--- src/hw/rtl/assert_macros.svh ---
// assertion macros shared by the rtl
// no dependencies; bodies are empty when SYNTHESIS is defined
`ifndef ASSERT_MACROS_SVH
`define ASSERT_MACROS_SVH

`ifndef SYNTHESIS
`define SSPQ_ASSERT(label, clk, rstn, prop, msg) \
  label: assert property (@(posedge clk) disable iff (!(rstn)) (prop)) else $error(msg);
`define SSPQ_ASSERT_IMP(label, clk, rstn, ante, cons, msg) \
  label: assert property (@(posedge clk) disable iff (!(rstn)) (ante) |-> (cons)) \
    else $error(msg);
`define SSPQ_ASSERT_NXT(label, clk, rstn, ante, cons, msg) \
  label: assert property (@(posedge clk) disable iff (!(rstn)) (ante) |=> (cons)) \
    else $error(msg);
`else
`define SSPQ_ASSERT(label, clk, rstn, prop, msg)
`define SSPQ_ASSERT_IMP(label, clk, rstn, ante, cons, msg)
`define SSPQ_ASSERT_NXT(label, clk, rstn, ante, cons, msg)
`endif

`endif

--- src/hw/rtl/sspq_pkg.sv ---
// types and constants of the stable sorted priority queue
// no dependencies
package sspq_pkg;

  localparam int unsigned ValueW  = 32;
  localparam int unsigned RankW   = 32;
  localparam int unsigned OpW     = 2;
  localparam int unsigned StatusW = 2;
  localparam int unsigned CountW  = 5;

  typedef enum logic [OpW-1:0] {
    OP_INSERT = 2'd0,
    OP_REMOVE = 2'd1,
    OP_CLEAR  = 2'd2,
    OP_NONE   = 2'd3
  } op_e;

  typedef enum logic [StatusW-1:0] {
    ST_OK    = 2'd0,
    ST_FULL  = 2'd1,
    ST_EMPTY = 2'd2
  } status_e;

  typedef struct packed {
    logic ins;
    logic rem;
  } cell_ctl_t;

endpackage

--- src/hw/rtl/sspq_cell.sv ---
// one slot of the sorted chain: holds a value and rank pair
// depends on sspq_pkg
module sspq_cell #(
  parameter int unsigned INDEX = 0,
  parameter int unsigned CNT_W = 5
) (
  input  logic                                     clk_i,
  input  sspq_pkg::cell_ctl_t                      ctl_i,
  input  logic [CNT_W-1:0]                         cnt_i,
  input  logic signed [sspq_pkg::ValueW-1:0]       new_value_i,
  input  logic signed [sspq_pkg::RankW-1:0]        new_rank_i,
  input  logic signed [sspq_pkg::ValueW-1:0]       left_value_i,
  input  logic signed [sspq_pkg::RankW-1:0]        left_rank_i,
  input  logic                                     left_shift_i,
  input  logic signed [sspq_pkg::ValueW-1:0]       right_value_i,
  input  logic signed [sspq_pkg::RankW-1:0]        right_rank_i,
  output logic signed [sspq_pkg::ValueW-1:0]       value_o,
  output logic signed [sspq_pkg::RankW-1:0]        rank_o,
  output logic                                     shift_o
);

  localparam logic [CNT_W-1:0] Idx = CNT_W'(INDEX);

  logic signed [sspq_pkg::ValueW-1:0] value_q, value_d;
  logic signed [sspq_pkg::RankW-1:0]  rank_q, rank_d;
  logic                               occupied;
  logic                               at_end;

  assign occupied = Idx < cnt_i;
  assign at_end   = Idx == cnt_i;
  // new rank strictly lower: this entry moves one slot back
  assign shift_o  = occupied && (new_rank_i < rank_q);

  always_comb begin
    value_d = value_q;
    rank_d  = rank_q;
    if (ctl_i.rem) begin
      value_d = right_value_i;
      rank_d  = right_rank_i;
    end else if (ctl_i.ins) begin
      if (left_shift_i) begin
        value_d = left_value_i;
        rank_d  = left_rank_i;
      end else if (shift_o || at_end) begin
        value_d = new_value_i;
        rank_d  = new_rank_i;
      end
    end
  end

  always_ff @(posedge clk_i) begin
    value_q <= value_d;
    rank_q  <= rank_d;
  end

  assign value_o = value_q;
  assign rank_o  = rank_q;

endmodule

--- src/hw/rtl/stable_sorted_priority_queue.sv ---
// stable sorted priority queue, min rank first, equal ranks leave in arrival order
// depends on sspq_pkg, sspq_cell and assert_macros.svh
//
// input channel s_axis: one word per operation; tuser carries the operation
// (insert, remove lowest, clear), tdata carries item value and item rank.
// output channel m_axis: exactly one word per operation; tdata carries the
// removed value (zero unless a remove succeeded) and the entry count after the
// operation, tuser carries the status (ok, insert dropped on full, remove on
// empty).
// the entries sit in a row of CAPACITY cells kept in rank order; every cell
// compares the incoming rank with its own in the same cycle and either holds,
// takes its left neighbor, takes the new entry or takes its right neighbor.
// throughput is one operation per cycle unless m_axis stalls, set by that single
// compare and shift step; a result shows on m_axis the cycle after acceptance.
// the result sits in an output register; s_axis_tready stays high while that
// register is empty or being taken, so a stalled receiver holds the input after
// one result is waiting.
// reset empties the queue and the output register; slot contents are not cleared
`include "assert_macros.svh"

module stable_sorted_priority_queue #(
  parameter int unsigned CAPACITY = 16
) (
  input  logic        clk_i,
  input  logic        rst_ni,
  input  logic        s_axis_tvalid,
  output logic        s_axis_tready,
  input  logic [63:0] s_axis_tdata,   // item_value [31:0], item_rank [63:32]
  input  logic [1:0]  s_axis_tuser,   // operation [1:0]
  output logic        m_axis_tvalid,
  input  logic        m_axis_tready,
  output logic [39:0] m_axis_tdata,   // removed_value [31:0], entry_count [36:32], zero
  output logic [1:0]  m_axis_tuser    // status [1:0]
);

  localparam int unsigned CntW = $clog2(CAPACITY + 1);
  localparam logic [CntW-1:0] Cap = CntW'(CAPACITY);

  logic [CntW-1:0] cnt_q, cnt_d;
  logic            accept;
  logic            full, empty;
  sspq_pkg::op_e   op;
  sspq_pkg::cell_ctl_t ctl;
  sspq_pkg::status_e   status;
  logic signed [sspq_pkg::ValueW-1:0] in_value, removed;
  logic signed [sspq_pkg::RankW-1:0]  in_rank;

  logic signed [sspq_pkg::ValueW-1:0] cell_value [CAPACITY];
  logic signed [sspq_pkg::RankW-1:0]  cell_rank  [CAPACITY];
  logic                               cell_shift [CAPACITY];

  logic                             out_valid_q;
  logic signed [sspq_pkg::ValueW-1:0] out_value_q;
  logic [sspq_pkg::CountW-1:0]      out_count_q;
  sspq_pkg::status_e                out_status_q;

  assign s_axis_tready = !out_valid_q || m_axis_tready;
  assign accept        = s_axis_tvalid && s_axis_tready;

  assign op       = sspq_pkg::op_e'(s_axis_tuser);
  assign in_value = s_axis_tdata[31:0];
  assign in_rank  = s_axis_tdata[63:32];
  assign full     = cnt_q == Cap;
  assign empty    = cnt_q == '0;

  always_comb begin
    ctl     = '0;
    cnt_d   = cnt_q;
    status  = sspq_pkg::ST_OK;
    removed = '0;
    case (op)
      sspq_pkg::OP_INSERT: begin
        if (full) begin
          status = sspq_pkg::ST_FULL;
        end else begin
          ctl.ins = accept;
          cnt_d   = cnt_q + 1'b1;
        end
      end
      sspq_pkg::OP_REMOVE: begin
        if (empty) begin
          status = sspq_pkg::ST_EMPTY;
        end else begin
          ctl.rem = accept;
          cnt_d   = cnt_q - 1'b1;
          removed = cell_value[0];
        end
      end
      sspq_pkg::OP_CLEAR: begin
        cnt_d = '0;
      end
      default: begin
        cnt_d = cnt_q;
      end
    endcase
  end

  for (genvar i = 0; i < CAPACITY; i++) begin : g_cell
    logic signed [sspq_pkg::ValueW-1:0] left_value, right_value;
    logic signed [sspq_pkg::RankW-1:0]  left_rank, right_rank;
    logic                               left_shift;

    if (i == 0) begin : g_head
      assign left_value = '0;
      assign left_rank  = '0;
      assign left_shift = 1'b0;
    end else begin : g_mid
      assign left_value = cell_value[i-1];
      assign left_rank  = cell_rank[i-1];
      assign left_shift = cell_shift[i-1];
    end

    if (i == CAPACITY - 1) begin : g_tail
      assign right_value = cell_value[i];
      assign right_rank  = cell_rank[i];
    end else begin : g_body
      assign right_value = cell_value[i+1];
      assign right_rank  = cell_rank[i+1];
    end

    sspq_cell #(
      .INDEX (i),
      .CNT_W (CntW)
    ) u_cell (
      .clk_i         (clk_i),
      .ctl_i         (ctl),
      .cnt_i         (cnt_q),
      .new_value_i   (in_value),
      .new_rank_i    (in_rank),
      .left_value_i  (left_value),
      .left_rank_i   (left_rank),
      .left_shift_i  (left_shift),
      .right_value_i (right_value),
      .right_rank_i  (right_rank),
      .value_o       (cell_value[i]),
      .rank_o        (cell_rank[i]),
      .shift_o       (cell_shift[i])
    );
  end

  always_ff @(posedge clk_i or negedge rst_ni) begin
    if (!rst_ni) begin
      cnt_q       <= '0;
      out_valid_q <= 1'b0;
    end else begin
      if (accept) begin
        cnt_q       <= cnt_d;
        out_valid_q <= 1'b1;
      end else if (m_axis_tready) begin
        out_valid_q <= 1'b0;
      end
    end
  end

  always_ff @(posedge clk_i) begin
    if (accept) begin
      out_value_q  <= removed;
      out_status_q <= status;
      out_count_q  <= sspq_pkg::CountW'(cnt_d);
    end
  end

  assign m_axis_tvalid = out_valid_q;
  assign m_axis_tdata  = {3'b000, out_count_q, out_value_q};
  assign m_axis_tuser  = out_status_q;

  `SSPQ_ASSERT(a_cnt_bound, clk_i, rst_ni, cnt_q <= Cap, "entry count above capacity")
  `SSPQ_ASSERT_NXT(a_ins_grows, clk_i, rst_ni, ctl.ins, cnt_q == $past(cnt_q) + 1'b1, "insert did not grow count")
  `SSPQ_ASSERT_IMP(a_head_order, clk_i, rst_ni, cnt_q >= CntW'(2), cell_rank[0] <= cell_rank[1], "head entries out of rank order")
  `SSPQ_ASSERT_IMP(a_one_op, clk_i, rst_ni, ctl.ins || ctl.rem, accept && !(ctl.ins && ctl.rem), "cell control without a single accepted operation")

endmodule
--- config.mk ---
export PLATFORM = sky130hd
export DESIGN_NAME = stable_sorted_priority_queue
export DESIGN_NICKNAME = d
export VERILOG_FILES = /design/src/hw/rtl/sspq_pkg.sv /design/src/hw/rtl/sspq_cell.sv /design/src/hw/rtl/stable_sorted_priority_queue.sv
export VERILOG_INCLUDE_DIRS = /design/src /design/src/hw/rtl
export SDC_FILE = /design/constraint.sdc
export NUM_CORES = 2
export LEC_CHECK = 0
export BUFFER_PORTS_ARGS = -buffer_cell sky130_fd_sc_hd__buf_2
export CORE_MARGIN = 8
export CORE_UTILIZATION = 45
export DETAILED_ROUTE_END_ITERATION = 8
export PLACE_DENSITY = 0.67
export SLEW_MARGIN = 0
export SYNTH_ARGS = -nofsm -noshare
export SYNTH_HDL_FRONTEND = slang
export SYNTH_SLANG_ARGS = --single-unit
--- constraint.sdc ---
create_clock -name clk_i -period 10.04 [get_ports clk_i]
set_input_delay 2.008 -clock clk_i [delete_from_list [all_inputs] [get_ports clk_i]]
set_output_delay 2.008 -clock clk_i [all_outputs]
set_load 0.05 [all_outputs]
* Word level (Yosys, flattened, before mapping)
Index checks and enable logic that the tools add are counted.
** Word-level totals
- Output and inout port bits :: 44
- Register bits :: 1069
** Operators by class
- Add/subtract/negate cells :: 2
- Order comparisons :: 32
- Multiplexer cells :: 134
- Reductions and logical operators :: 72
- Eq/ne operators :: 18
- Bitwise operators :: 2
** Operators by type and width (number)
- 32-bit two-way mux :: 122
- 32-bit < comparator :: 16
- 3-bit nonzero test :: 14
- 4-bit by 5-bit == test with 1-bit output (first input constant) :: 8
- 4-bit by 5-bit < comparator with 1-bit output (first input constant) :: 8
- 2-bit AND reduction :: 15
- 3-bit by 5-bit == test with 1-bit output (first input constant) :: 4
- 3-bit by 5-bit < comparator with 1-bit output (first input constant) :: 4
- 1-bit logical AND :: 17
- 1-bit logical OR :: 17
- 5-bit case mux with 3 select lines :: 1
- 2-bit by 5-bit == test with 1-bit output (first input constant) :: 2
- 1-bit by 5-bit < comparator with 1-bit output (first input constant) :: 2
- 2-bit by 5-bit < comparator with 1-bit output (first input constant) :: 2
- 5-bit two-way mux :: 2
- 2-bit nonzero test :: 4
- 1-bit two-way mux :: 7
- 5-bit by 1-bit adder with 5-bit output (second input constant) :: 1
- 1-bit by 5-bit == test with 1-bit output (first input constant) :: 1
- 5-bit == test (second input constant) :: 1
- 5-bit zero test :: 1
- 5-bit by 1-bit subtractor with 5-bit output (second input constant) :: 1
- 2-bit case mux with 2 select lines :: 1
- 3-bit AND reduction :: 1
- other kinds (7) :: 8

* Longest topological paths before layout
- Word-level depth :: 7
- Gate-level depth with buffers :: 13
- Gate-level depth less buffers :: 10

* Cells and area by module
From an unflattened synthesis, not the netlist that was laid out.
** Unflattened totals
- Cells, all modules :: 6518
- Area total of the unflattened synthesis :: 67046.8 sq um
** Modules (own cells, without submodules)
- sspq_cell (g_cell[3].u_cell) :: cells each 397, instances 1, area each 4076.4 sq um
- sspq_cell (g_cell[11].u_cell) :: cells each 399, instances 1, area each 4075.2 sq um
- sspq_cell (g_cell[4].u_cell) :: cells each 400, instances 1, area each 4072.7 sq um
- sspq_cell (g_cell[5].u_cell) :: cells each 399, instances 1, area each 4072.7 sq um
- sspq_cell (g_cell[6].u_cell) :: cells each 398, instances 1, area each 4071.4 sq um
- sspq_cell (g_cell[13].u_cell) :: cells each 398, instances 1, area each 4068.9 sq um
- sspq_cell (g_cell[1].u_cell) :: cells each 397, instances 1, area each 4068.9 sq um
- sspq_cell (g_cell[15].u_cell) :: cells each 397, instances 1, area each 4066.4 sq um
- sspq_cell (g_cell[2].u_cell) :: cells each 399, instances 1, area each 4063.9 sq um
- sspq_cell (g_cell[14].u_cell) :: cells each 397, instances 1, area each 4062.6 sq um
- sspq_cell (g_cell[8].u_cell) :: cells each 396, instances 1, area each 4062.6 sq um
- sspq_cell (g_cell[10].u_cell) :: cells each 394, instances 1, area each 4056.4 sq um
- sspq_cell (g_cell[12].u_cell) :: cells each 393, instances 1, area each 4050.1 sq um
- sspq_cell (g_cell[9].u_cell) :: cells each 399, instances 1, area each 4043.9 sq um
- +3 rows

* Worst setup path after synthesis
OpenSTA, ideal clock, no wires.
- Path type :: in2reg
- Start :: in m_axis_tready
- End :: reg g_cell[0].u_cell.rank_q (netlist bit g_cell[0].u_cell.rank_o[0]), enable pin
- Setup time :: 0.524 ns
- Stages on the path :: 8
- Arrival :: 7.817 ns
- Required time :: 9.516 ns
- Path slack :: 1.699 ns
- Path through :: nand2b_1 -> nand2_1 -> clkinv_1 -> nand2_1 -> clkbuf_1 -> clkbuf_1 -> clkbuf_1 -> a31oi_1
** Between the ends
- Cells in the longest elaborated chain, start to end :: 6
** Ends and longest elaborated chain
- from (decl) :: line stable_sorted_priority_queue.sv:31 : input logic m_axis_tready,
- 1-bit logical OR (*) :: line stable_sorted_priority_queue.sv:57 : assign s_axis_tready = !out_valid_q || m_axis_tready;
- 1-bit logical AND (*) :: line stable_sorted_priority_queue.sv:58 : assign accept = s_axis_tvalid && s_axis_tready;
- net accept :: line stable_sorted_priority_queue.sv:40 : logic accept;
- 1-bit two-way mux, on equally long branches :: line stable_sorted_priority_queue.sv:81, stable_sorted_priority_queue.sv:73
- 1-bit two-way mux :: line stable_sorted_priority_queue.sv:71 : case (op)
- 2-bit nonzero test (no source line)
- 2-bit AND reduction (no source line) (*)
- to (signal assigned) :: line sspq_cell.sv:53 : rank_q <= rank_d;
- to (decl) :: line sspq_cell.sv:25 : logic signed [sspq_pkg::RankW-1:0] rank_q, rank_d;
The timed path passes the listed nets; every way through them passes the cells marked *.
A chain may end at the register's enable or synchronous reset.

* Final worst setup path
- Start :: in s_axis_tdata[42]
- End :: reg g_cell[6].u_cell.value_q (netlist bit g_cell[6].u_cell.value_o[17]), enable pin
** Between the ends
- Cells in the longest elaborated chain, start to end :: 5
** Ends and longest elaborated chain
- from (decl) :: line stable_sorted_priority_queue.sv:28 : input logic [63:0] s_axis_tdata,
- 32-bit < comparator :: line sspq_cell.sv:32 : assign shift_o = occupied && (new_rank_i < rank_q);
- 1-bit logical AND :: line sspq_cell.sv:32
- 1-bit logical OR :: line sspq_cell.sv:44 : end else if (shift_o || at_end) begin
- 3-bit nonzero test (no source line) (*)
- 2-bit AND reduction (no source line) (*)
- to (signal assigned) :: line sspq_cell.sv:52 : value_q <= value_d;
- to (decl) :: line sspq_cell.sv:24 : logic signed [sspq_pkg::ValueW-1:0] value_q, value_d;
Mark *: on every way between the ends. The rest lies on a longest branch, timed or not.

==> summary.md <==
| Metric | Value |
|---|---|
| Cell Count, Final, Fillers Out | `8,605` |
| Area added between synthesis and finish | `8.866%` |
| Share of total power consumed by net switching | `38.62%` |
| Overall Power | `17,370 µW` |
| Critical path's top delay family | `compound AO/OA/AOI/OAI gates` |
| Initial antenna violation count | `8` |
| Tot GR Track Use | `26.38%` |
| Fraction of layout cells with a size suffix above 1 | `8.070%` |
| Most frequently used flop master after synthesis | `sky130_fd_sc_hd__edfxtp_1` |
| Number of vias per cell after detailed routing | `roughly 6.5` |
| Remaining global-route overflow | `0` |
| Power per Cell Area | `237.2 nW/µm²` |
| Final-stage net count | `7,132` |
| Worst IR Drop VDD | `0.3071 mV` |
| Number of CTS-inserted buffers | `approximately 120` |
| CP Max Fanout | `between 60 and 70` |
| Number of flops mapped to enable cells by yosys | `1,063` |
| Initial Utilization | `approximately 45%` |
| Most common cell in the netlist | `sky130_fd_sc_hd__edfxtp_1` |
| Layout Skew | `~26 ps` |
| Critical Path Sink Type | `flop` |
| Sequential fraction of design power | `a little over a third` |
| Cell type contributing the most total cell area after synthesis | `sky130_fd_sc_hd__edfxtp_1` |
| Count of buffers added by post-CTS timing repair for setup | `0` |
| Kind of launch point of the worst setup path | `primary input` |
| Routed WL per cell | `~26 µm` |
| Period utilization | `about two thirds` |
| Final setup TNS | `0 ps` |
| Number of maximum-capacitance violations | `1` |
| Finish-stage setup viols | `0` |
| Pin count of the biggest net entering global routing | `235` |
| Total wire length | `224,700 µm` |
| Synth Area per Inst | `~9.9 µm²` |
| Register area share after synthesis | `47.69%` |
| Htree depth | `3` |
| Proportion of power drawn by combinational gates | `a little under two fifths` |
| Wire length of the first global-routing pass | `337,400 µm` |
| Drt first-iter violations | `7,158` |
| Relative slew slack | `0.7112%` |
| Number of instances in the placed design | `8,387` |
| Number of hold buffers added after CTS | `0` |
| Class of the most critical setup path | `primary input to flop` |
| Data arrival at the endpoint of the critical path | `approximately 7000 ps` |
| Share of power burned in the clock network | `25.4%` |
| CTS tree | `done` |
| Final Hold Violating Endpoints | `0` |
| Sequence of cells on the critical path | `buf_2 > ha_1 > a21oi_1 > a21boi_0 > a2111oi_0 > buf_4 > nand3_1 > a31oi_1 > a31oi_4 > buf_4 > a41oi_4 > buf_12` |
| Leakage power | `0.02928 µW` |
| Syn. warnings | `0` |
| Count of fill cells added during filler insertion | `roughly 13,000` |
| Instance count of the mapped netlist | `approximately 6,800` |
| Clock Path Buffers | `3` |
| Vias in the first global route | `54,522` |
| Slew at the pin closest to its max-slew limit | `1452 ps` |
| Maximum frequency from static timing analysis | `150.6 MHz` |
| CP most frequent cell | `sky130_fd_sc_hd__buf_4` |
| Crit path max-delay cell type | `sky130_fd_sc_hd__a2111oi_0` |
| RSZ-0062 raised after global routing | `no` |
| Die Width | `~400 µm` |
| Net Switching | `6707 µW` |
| Synthesized cell area | `67,250 µm²` |
| Status | `finished with violations` |
| Final Critical Period | `6639 ps` |
| Buffers added on ports | `110` |
| Synth cell count leaders | `sky130_fd_sc_hd__edfxtp_1, sky130_fd_sc_hd__nand2_1, sky130_fd_sc_hd__nor2_1` |
| Antenna violation net count after detailed routing | `0` |
| Main area contributors after synthesis | `sky130_fd_sc_hd__edfxtp_1, sky130_fd_sc_hd__ha_1, sky130_fd_sc_hd__nand2_1` |
| First-pass DRT Iterations | `8` |
| Boundary Pins | `114` |
| Row Count | `142` |
| Count of final max-slew check failures | `0` |
| Portion of synthesized cell area occupied by the leading cell type | `47.47%` |
| Number of buffers and inverters on the critical path | `4` |
| Placer Congestion | `0.9393` |
| Source-to-sink clock delay at the later pin of the worst-skew pair | `760 ps` |
| Async set or reset register ratio after synthesis | `0.5613%` |
| Internal Dissipation | `10,660 µW` |
| Clock-pin slew on the worst setup and hold paths | `60 ps` |
| Clk sink count | `1,069` |
| Violated checks | `max-capacitance violations` |
| Post-DP HPWL | `~140,000 µm` |
| Slowest cell delay on critical path | `1220 ps` |
| Die footprint | `around 160,000 µm²` |
| Required time worst endpoint | `10,410 ps` |
| Standard cell core area | `149,100 µm²` |
| Worst hold path class | `flop to flop` |
| Post-CTS sizing | `0` |
| Distinct cell type count after synthesis | `73` |
| Final cell utilization of the core | `49.11%` |
| Height of the die | `~400 µm` |
| Clock root cell | `sky130_fd_sc_hd__clkbuf_16` |
| Detailed-route via count | `roughly 56,000` |
| Remaining DRCs | `0` |
| Number of flip-flops and latches in the synthesized netlist | `1,069` |
## registers in the layout, summed over array words and instances, names as in the netlist
register,count
out_value_q,32
m_axis_tuser,2
out_count_q,5
g_cell.u_cell.value_o,512
g_cell.u_cell.rank_o,512
m_axis_tvalid,1
cnt_q,5
## final timing paths
path / startpoint / endpoint / slack [ps] / cells past startpoint
setup / recovery: s_axis_tdata[42] / g_cell[6].u_cell.value_o[17] / 3400 / 12
hold / removal: m_axis_tvalid / m_axis_tvalid / 530 / 2
setup reg to reg: cnt_q[2] / g_cell[14].u_cell.rank_o[12] / 4590 / 10
hold reg to reg: m_axis_tvalid / m_axis_tvalid / 530 / 2
max in group asynchronous: rst_ni / m_axis_tvalid / 8820 / 1
min in group asynchronous: rst_ni / cnt_q[1] / 1060 / 1
## cells in the final DEF, fill, tap and decap left out, types with 58 or more instances in the layout
cell,instances
sky130_fd_sc_hd__o21ai_0,466
sky130_fd_sc_hd__clkbuf_16,119
sky130_fd_sc_hd__and2_1,66
sky130_fd_sc_hd__and3_1,68
sky130_fd_sc_hd__a22oi_1,119
sky130_fd_sc_hd__edfxtp_1,1063
sky130_fd_sc_hd__nor3_1,330
sky130_fd_sc_hd__nand4_1,58
sky130_fd_sc_hd__a21o_1,100
sky130_fd_sc_hd__or3_1,100
sky130_fd_sc_hd__a21oi_1,468
sky130_fd_sc_hd__mux2i_1,238
sky130_fd_sc_hd__inv_1,516
sky130_fd_sc_hd__mux2_2,64
sky130_fd_sc_hd__nor2_1,535
sky130_fd_sc_hd__a221o_1,255
sky130_fd_sc_hd__ha_1,500
sky130_fd_sc_hd__o221ai_1,198
sky130_fd_sc_hd__nand2_1,687
sky130_fd_sc_hd__buf_2,110
sky130_fd_sc_hd__buf_4,95
## logic make-up after synthesis
| logic type | after synthesis | synth area share (%) |
|---|---|---|
| and+or+nand+nor | 2001 | 13.52 |
| muxes | 304 | 4.644 |
| DFF | 1069 | 47.69 |
| other | 1 | 0.005576 |
| xor gates and xnor gates | 1 | 0.01303 |
| AOI/OAI and AO/OA | 1832 | 18.47 |
| adders and majority gates | 501 | 9.322 |
| buffers and inverters | 1107 | 6.333 |
## metal layers
| layer | vias up | global-route usage (%) | share of wire [%] |
|---|---|---|---|
| met5 | - | 0 | 0.012 |
| met4 | 4 | 11.89 | 5.1 |
| met3 | 627 | 5.154 | 9.7 |
| met2 | 3194 | 41.61 | 45 |
| met1 | 27321 | 35.24 | 40 |
| li1 | 24875 | - | - |
## tightest hold or removal path: cells and delay by family, from the launching register on
family / cells / cell delay, ps
flops: 1 / 340
simple gates: 2 / 150
## power groups by stage
stage               Sequential [µW]  Combinational, µW  Clock [µW]
floorplan                      6400               4230           0
global placement               6390               6220           0
detailed placement             6400               6420           0
CTS                            6320               6440        4450
global route                   6380               7040        4590
finish                         6330               6630        4410
## metrics by stage
| step | setup WS (ps) | hold WS, ps | instance area (µm²) |
|---|---|---|---|
| 3_3_place_gp | 2815 | 500.6 | 69410 |
| 4_1_cts | 3553 | 517.7 | 73190 |
| 3_5_place_dp | 2755 | 514.1 | 69410 |
| 2_1_floorplan | 1699 | 496.3 | 67250 |
| 5_1_grt | 3348 | 543.4 | 73200 |
| 6_report | 3401 | 526.4 | 73210 |
## final cells by class
cell class / count / area (µm²) / area share [%]
flip-flops and latches: 1069 / 32070 / 43.81
multi-input cells: 4642 / 31500 / 43.03
clock buffers: 137 / 3045 / 4.160
well taps: 1944 / 2432 / 3.322
inverters: 517 / 1941 / 2.651
repair buffers: 215 / 1464 / 2.000
clock inverters: 74 / 734.5 / 1.003
diodes: 7 / 17.52 / 0.02393
Note: power is estimated with default switching activity, not from simulation.
